==> src/rtl/dhfk_pkg.sv <==
// Shared types, constants and tables for the DH forward kinematics unit.
// No dependencies; every other file in rtl/ except dhfk_ram imports this package.
package dhfk_pkg;

    localparam int NUM_JOINTS_DEF = 6;
    localparam int ANGLE_BITS_DEF = 16;
    localparam int COORD_BITS_DEF = 32;

    localparam int CORDIC_STEPS = 30;
    localparam logic signed [33:0] CORDIC_GAIN = 34'sh0_26DD_3B6A;
    localparam logic signed [31:0] ONE_Q30 = 32'sh4000_0000;

    // Input opcode, carried on tuser
    localparam logic OP_LOAD = 1'b0;
    localparam logic OP_STEP = 1'b1;

    // Input tdata layout
    localparam int IDX_LSB   = 0;
    localparam int THETA_LSB = 3;
    localparam int D_LSB     = 19;
    localparam int A_LSB     = 51;
    localparam int ALPHA_LSB = 83;
    localparam int Q_LSB     = 99;
    localparam int IN_TDATA_W  = 120;
    localparam int OUT_TDATA_W = 384;

    // Segment table word: {alpha, a, d, theta}
    localparam int SEG_W = 96;

    typedef enum logic [1:0] {
        A_CA,
        A_SA,
        A_ROT
    } asel_t;

    typedef enum logic [2:0] {
        B_SP,
        B_CP,
        B_D,
        B_NEGD,
        B_T,
        B_M
    } bsel_t;

    typedef enum logic [2:0] {
        W_M3,
        W_M4,
        W_M6,
        W_M7,
        W_T1,
        W_T2,
        W_NR,
        W_POS
    } wb_dst_t;

    typedef struct packed {
        logic       accept;
        logic       ram_rd;
        logic       ram_prev;
        logic       lat_j;
        logic       lat_a;
        logic       first_init;
        logic       cor_start;
        logic       cor_alpha;
        logic       mac_issue;
        logic       mac_first;
        logic       mac_last;
        asel_t      asel;
        bsel_t      bsel;
        logic [3:0] ri;
        logic [3:0] mi;
        logic [1:0] ti;
        wb_dst_t    dst;
        logic [3:0] widx;
        logic       commit;
        logic       emit;
    } ctrl_cmd_t;

    typedef struct packed {
        logic step_req;
        logic first_joint;
        logic last_joint;
        logic cor_done;
        logic out_free;
    } ctrl_status_t;

    // atan(2^-i) in 32-bit turn units
    function automatic logic [31:0] atan_turn(input logic [4:0] i);
        logic [31:0] v;
        unique case (i)
            5'd0:  v = 32'h2000_0000;
            5'd1:  v = 32'h12E4_051E;
            5'd2:  v = 32'h09FB_385B;
            5'd3:  v = 32'h0511_11D4;
            5'd4:  v = 32'h028B_0D43;
            5'd5:  v = 32'h0145_D7E1;
            5'd6:  v = 32'h00A2_F61E;
            5'd7:  v = 32'h0051_7C55;
            5'd8:  v = 32'h0028_BE53;
            5'd9:  v = 32'h0014_5F2F;
            5'd10: v = 32'h000A_2F98;
            5'd11: v = 32'h0005_17CC;
            5'd12: v = 32'h0002_8BE6;
            5'd13: v = 32'h0001_45F3;
            5'd14: v = 32'h0000_A2FA;
            5'd15: v = 32'h0000_517D;
            5'd16: v = 32'h0000_28BE;
            5'd17: v = 32'h0000_145F;
            5'd18: v = 32'h0000_0A30;
            5'd19: v = 32'h0000_0518;
            5'd20: v = 32'h0000_028C;
            5'd21: v = 32'h0000_0146;
            5'd22: v = 32'h0000_00A3;
            5'd23: v = 32'h0000_0051;
            5'd24: v = 32'h0000_0029;
            5'd25: v = 32'h0000_0014;
            5'd26: v = 32'h0000_000A;
            5'd27: v = 32'h0000_0005;
            5'd28: v = 32'h0000_0003;
            5'd29: v = 32'h0000_0001;
            default: v = 32'h0000_0000;
        endcase
        return v;
    endfunction

endpackage

==> src/rtl/dhfk_ctrl.sv <==
// Controller: sequences table reads, CORDIC runs, MAC issue and pose commit.
// Depends on dhfk_pkg (command and status structs).
module dhfk_ctrl
    import dhfk_pkg::*;
(
    input  logic         clk,
    input  logic         rst_n,
    input  logic         s_axis_tvalid,
    output logic         s_axis_tready,
    input  ctrl_status_t status,
    output ctrl_cmd_t    cmd
);

    typedef enum logic [3:0] {
        ST_IDLE,
        ST_RD_J,
        ST_RD_A,
        ST_LAT_A,
        ST_COR_J,
        ST_WAIT_J,
        ST_COR_A,
        ST_WAIT_A,
        ST_PROD,
        ST_PDRAIN,
        ST_ROW,
        ST_RDRAIN,
        ST_COMMIT,
        ST_EMIT
    } state_t;

    state_t     state_reg;
    logic [2:0] pcnt_reg;
    logic [1:0] row_reg, dot_reg, k_reg;
    logic       drain_reg;

    always_ff @(posedge clk or negedge rst_n)
    begin
        if (!rst_n)
        begin
            state_reg <= ST_IDLE;
            pcnt_reg  <= '0;
            row_reg   <= '0;
            dot_reg   <= '0;
            k_reg     <= '0;
            drain_reg <= 1'b0;
        end
        else
        begin
            unique case (state_reg)
                ST_IDLE:
                begin
                    if (s_axis_tvalid && status.step_req)
                    begin
                        state_reg <= ST_RD_J;
                    end
                end
                ST_RD_J:  state_reg <= ST_RD_A;
                ST_RD_A:  state_reg <= ST_LAT_A;
                ST_LAT_A: state_reg <= ST_COR_J;
                ST_COR_J: state_reg <= ST_WAIT_J;
                ST_WAIT_J:
                begin
                    if (status.cor_done)
                    begin
                        pcnt_reg  <= '0;
                        state_reg <= status.first_joint ? ST_PROD : ST_COR_A;
                    end
                end
                ST_COR_A: state_reg <= ST_WAIT_A;
                ST_WAIT_A:
                begin
                    if (status.cor_done)
                    begin
                        pcnt_reg  <= '0;
                        state_reg <= ST_PROD;
                    end
                end
                ST_PROD:
                begin
                    pcnt_reg <= pcnt_reg + 3'd1;
                    if (pcnt_reg == 3'd5)
                    begin
                        drain_reg <= 1'b0;
                        state_reg <= ST_PDRAIN;
                    end
                end
                ST_PDRAIN:
                begin
                    drain_reg <= 1'b1;
                    if (drain_reg)
                    begin
                        row_reg   <= '0;
                        dot_reg   <= '0;
                        k_reg     <= '0;
                        state_reg <= ST_ROW;
                    end
                end
                ST_ROW:
                begin
                    // advance k, then output column, then row
                    if (k_reg == 2'd2)
                    begin
                        k_reg <= '0;
                        if (dot_reg == 2'd3)
                        begin
                            dot_reg <= '0;
                            row_reg <= row_reg + 2'd1;
                            if (row_reg == 2'd2)
                            begin
                                drain_reg <= 1'b0;
                                state_reg <= ST_RDRAIN;
                            end
                        end
                        else
                        begin
                            dot_reg <= dot_reg + 2'd1;
                        end
                    end
                    else
                    begin
                        k_reg <= k_reg + 2'd1;
                    end
                end
                ST_RDRAIN:
                begin
                    drain_reg <= 1'b1;
                    if (drain_reg)
                    begin
                        state_reg <= ST_COMMIT;
                    end
                end
                ST_COMMIT: state_reg <= ST_EMIT;
                ST_EMIT:
                begin
                    if (!status.last_joint || status.out_free)
                    begin
                        state_reg <= ST_IDLE;
                    end
                end
                default: state_reg <= ST_IDLE;
            endcase
        end
    end

    assign s_axis_tready = (state_reg == ST_IDLE);

    always_comb
    begin
        cmd        = '0;
        cmd.asel   = A_CA;
        cmd.bsel   = B_SP;
        cmd.dst    = W_M3;
        cmd.accept = s_axis_tvalid && (state_reg == ST_IDLE);
        unique case (state_reg)
            ST_RD_J:
            begin
                cmd.ram_rd = 1'b1;
            end
            ST_RD_A:
            begin
                cmd.lat_j    = 1'b1;
                cmd.ram_rd   = !status.first_joint;
                cmd.ram_prev = 1'b1;
            end
            ST_LAT_A:
            begin
                cmd.first_init = status.first_joint;
                cmd.lat_a      = !status.first_joint;
            end
            ST_COR_J:
            begin
                cmd.cor_start = 1'b1;
            end
            ST_COR_A:
            begin
                cmd.cor_start = 1'b1;
                cmd.cor_alpha = 1'b1;
            end
            ST_PROD:
            begin
                cmd.mac_issue = 1'b1;
                cmd.mac_first = 1'b1;
                cmd.mac_last  = 1'b1;
                unique case (pcnt_reg)
                    3'd1:
                    begin
                        cmd.asel = A_CA;
                        cmd.bsel = B_CP;
                        cmd.dst  = W_M4;
                    end
                    3'd2:
                    begin
                        cmd.asel = A_SA;
                        cmd.bsel = B_SP;
                        cmd.dst  = W_M6;
                    end
                    3'd3:
                    begin
                        cmd.asel = A_SA;
                        cmd.bsel = B_CP;
                        cmd.dst  = W_M7;
                    end
                    3'd4:
                    begin
                        cmd.asel = A_SA;
                        cmd.bsel = B_NEGD;
                        cmd.dst  = W_T1;
                    end
                    3'd5:
                    begin
                        cmd.asel = A_CA;
                        cmd.bsel = B_D;
                        cmd.dst  = W_T2;
                    end
                    default:
                    begin
                        cmd.asel = A_CA;
                        cmd.bsel = B_SP;
                        cmd.dst  = W_M3;
                    end
                endcase
            end
            ST_ROW:
            begin
                cmd.mac_issue = 1'b1;
                cmd.mac_first = (k_reg == 2'd0);
                cmd.mac_last  = (k_reg == 2'd2);
                cmd.asel      = A_ROT;
                cmd.ri        = {2'b00, row_reg} * 4'd3 + {2'b00, k_reg};
                cmd.mi        = {2'b00, k_reg} * 4'd3 + {2'b00, dot_reg};
                cmd.ti        = k_reg;
                if (dot_reg == 2'd3)
                begin
                    cmd.bsel = B_T;
                    cmd.dst  = W_POS;
                    cmd.widx = {2'b00, row_reg};
                end
                else
                begin
                    cmd.bsel = B_M;
                    cmd.dst  = W_NR;
                    cmd.widx = {2'b00, row_reg} * 4'd3 + {2'b00, dot_reg};
                end
            end
            ST_COMMIT:
            begin
                cmd.commit = 1'b1;
            end
            ST_EMIT:
            begin
                cmd.emit = status.last_joint && status.out_free;
            end
            default: ;
        endcase
    end

endmodule

==> config.mk <==
export PLATFORM = sky130hd
export DESIGN_NAME = dhfk_ctrl
export DESIGN_NICKNAME = d
export VERILOG_FILES = /design/src/rtl/dhfk_pkg.sv /design/src/rtl/dhfk_ctrl.sv
export SDC_FILE = /design/constraint.sdc
export NUM_CORES = 1
export LEC_CHECK = 0
export BUFFER_PORTS_ARGS = -buffer_cell sky130_fd_sc_hd__buf_2
export CAP_MARGIN = 20
export CORE_AREA = 2 2 74 76
export DETAILED_ROUTE_END_ITERATION = 16
export DIE_AREA = 0 0 76 78
export MAX_ROUTING_LAYER = met4
export PLACE_DENSITY = 0.51
export SLEW_MARGIN = 20
export SYNTH_ARGS = -nofsm -noshare
export SYNTH_HDL_FRONTEND = slang
export SYNTH_SLANG_ARGS = --single-unit
==> constraint.sdc <==
create_clock -name clk -period 4.76 [get_ports clk]
set_input_delay 0.714 -clock clk [delete_from_list [all_inputs] [get_ports clk]]
set_output_delay 0.714 -clock clk [all_outputs]
set_load 0.05 [all_outputs]
==> metrics.cfg <==
[critical_path]
slowest_delay_ns=0.46
path_cells=inv_1 > ha_1 > inv_1 > ha_1 > a21oi_1 > nor2b_1 > xnor2_1 > nor3_1 > buf_2
cp_num_cells=9
crit_buf_inv=3
worstPathMaxFanout=6
path_class=flip-flop to output pin
setup.worst_path.end=cmd[5]
worstPathRequired_ns=4.05
worstPathArrival_ns=2.32
timing.rr.end=state_reg[2]
timing.rr.start=state_reg[0]
slowest_stage=dfrtp_1
regToRegSetupSlack_ns=2.33
critPathTopFamily=adder cells
r2r_cells=7
cp-start-kind=flip-flop
end_kind=output pin
startpoint=row_reg[0]

[global_routing]
grt_pass1_wl_mm=5.75
grt_use_total=0.119
grt_max_degree=19
grt_pass1_vias=1220
overflow=0
antenna_found_initial=0

[sta]
rsz0062_at_grt=no
worst_pin_slew_ns=0.584
finalSetupViolations=0
hold_violations=0
slew_viol_final=0
hold_ws_ns=0.367
clock.fmax_mhz=330
period_share=0.637
slew_headroom=0.610
finalClockSkew_ns=0.00181
setup_tns_ns=0
post-route-min-period_ns=3.03

[yosys]
synth.distinct_cells=44
syn_area_per_cell_um2=8.51
synth_area_leaders=dfrtp_1, ha_1, fa_1
netlist_area_um2=1470
syn_nets=203
postSynthCellCount=173
yosys_most_used_dff=dfrtp_1
synth_top_cell_area_share=0.238
synth.yosys.seq_area_share=0.238
synth_top_cell_by_area=dfrtp_1
synth_edf_count=0
yosysWarningCount=0
ys_seq_elements=14
async_flop_share=1.00

[floorplan]
fp.dieH_um=78
start_util=0.292
die_w_um=76
io_pins=44
num_rows=26
die_area_um2=5930
design.core.area_um2=5040

[routing]
drt_wl_total_mm=3.40
vias_per_cell=4.66
drc_errors=0
wl_per_cell_um=12.2
antenna_left=0
num_vias=1299
dr.pass1.iters=4
drt_iter0_drc=36

[clock_tree]
clk_latency_ns=0.24
htreeDepth=1
cts_buffer_depth=2
cts_hold_buffers=0
cts_root_buffer=clkbuf_8
numCtsBuffers=3
cts-resized-gates=0
clkSinkCount=14
tritoncts=done
cts_setup_buffers=0
path_clk_slew_ns=0.06

[finish]
n_fill_cell=543
num_antenna_cells=0
final_cell_mix=buf_2, nor2_1, ha_1, nand2_1
drive_gt1_frac=0.258
syn_to_final_growth_pct=20.1
final_common_cell=buf_2
fin_nets=240
largest_register_ffs=4

[power]
power_density_nw_per_um2=543
leakage_nw=0.862
peakVddDrop_v=0.000291

[run]
cap_violations=0

[outcome]
outcome=finished, final reports clean

[place]
io_buffers=43
gp_congestion=0.826
hpwl_mm=2.75

[hold_path]
holdCritPathClass=primary input to async pin

## worst reg2reg max path, delay by kind of cell (launching register included)
kind | cells | cell delay (ns)
compound gates | 4 | 0.75
buf+inv | 1 | 0.18
flops | 1 | 0.68
simple gates | 2 | 0.70
## layer usage
layer	global-route usage	routed length [um]	share of wire	up-vias
met5	-	0	0	-
met4	0.0273	30	0.0088	0
met3	0.0174	133	0.039	4
met2	0.194	1590	0.47	30
met1	0.158	1650	0.48	598
li1	-	-	-	667
## logic make-up (layout without fill, tap and decap cells)
logic type,after synthesis,count (layout),synth area share
mux,3,3,0.0204
buf+inv,26,62,0.0825
flops,14,14,0.238
fa+ha+maj,22,22,0.207
xor+xnor,4,4,0.0238
simple gates,62,62,0.215
compound gates,42,42,0.213
## synth_stat cells (3+ instances only)
| library cell | count |
|---|---|
| and2_1 | 4 |
| ha_1 | 18 |
| nor2_1 | 18 |
| fa_1 | 4 |
| inv_1 | 14 |
| nor3_1 | 5 |
| nand2_1 | 17 |
| buf_4 | 5 |
| mux2i_1 | 3 |
| o21ai_1 | 5 |
| a21oi_1 | 8 |
| o31ai_1 | 4 |
| xnor2_1 | 3 |
| a32o_1 | 3 |
| clkbuf_1 | 4 |
| o21ai_0 | 6 |
| dfrtp_1 | 14 |
| nor2b_1 | 6 |
## per-stage QoR
stage                util  instances  cell area, um^2  power, mW  setup slack [ns]
floorplan               -        173             1470      0.741              1.43
global placement    0.339        275             1710      0.851              2.01
detailed placement  0.339        275             1710      0.850              1.99
CTS                 0.350        279             1770      0.970              1.72
global route        0.350        279             1770       1.04              1.53
finish              0.350        279             1770      0.960              1.73
## layout make-up
class | count | area [um^2] | area share
inverter | 15 | 58.8 | 0.0333
clock buffer | 4 | 55.1 | 0.0312
sequential | 14 | 350 | 0.198
tap | 70 | 87.6 | 0.0496
multi-input combinational | 133 | 1000 | 0.566
timing repair buffer | 43 | 215 | 0.122
## report_power, final
part	total (mW)	internal, mW	switching [mW]
clock network	0.117	0.0733	0.0438
registers	0.258	0.160	0.0976
logic	0.585	0.184	0.401
total	0.960	0.418	0.542
## how the worst min path moves through the flow
stage,start,to,slack [ns]
6_report,rst_n,state_reg[2],0.37
5_1_grt,rst_n,state_reg[2],0.38
4_1_cts,rst_n,state_reg[2],0.38
3_5_place_dp,pcnt_reg[2],pcnt_reg[2],0.54
3_3_place_gp,pcnt_reg[2],pcnt_reg[2],0.54
2_1_floorplan,rst_n,dot_reg[0],0.42
No activity file was read; power rests on OpenSTA's default activity.
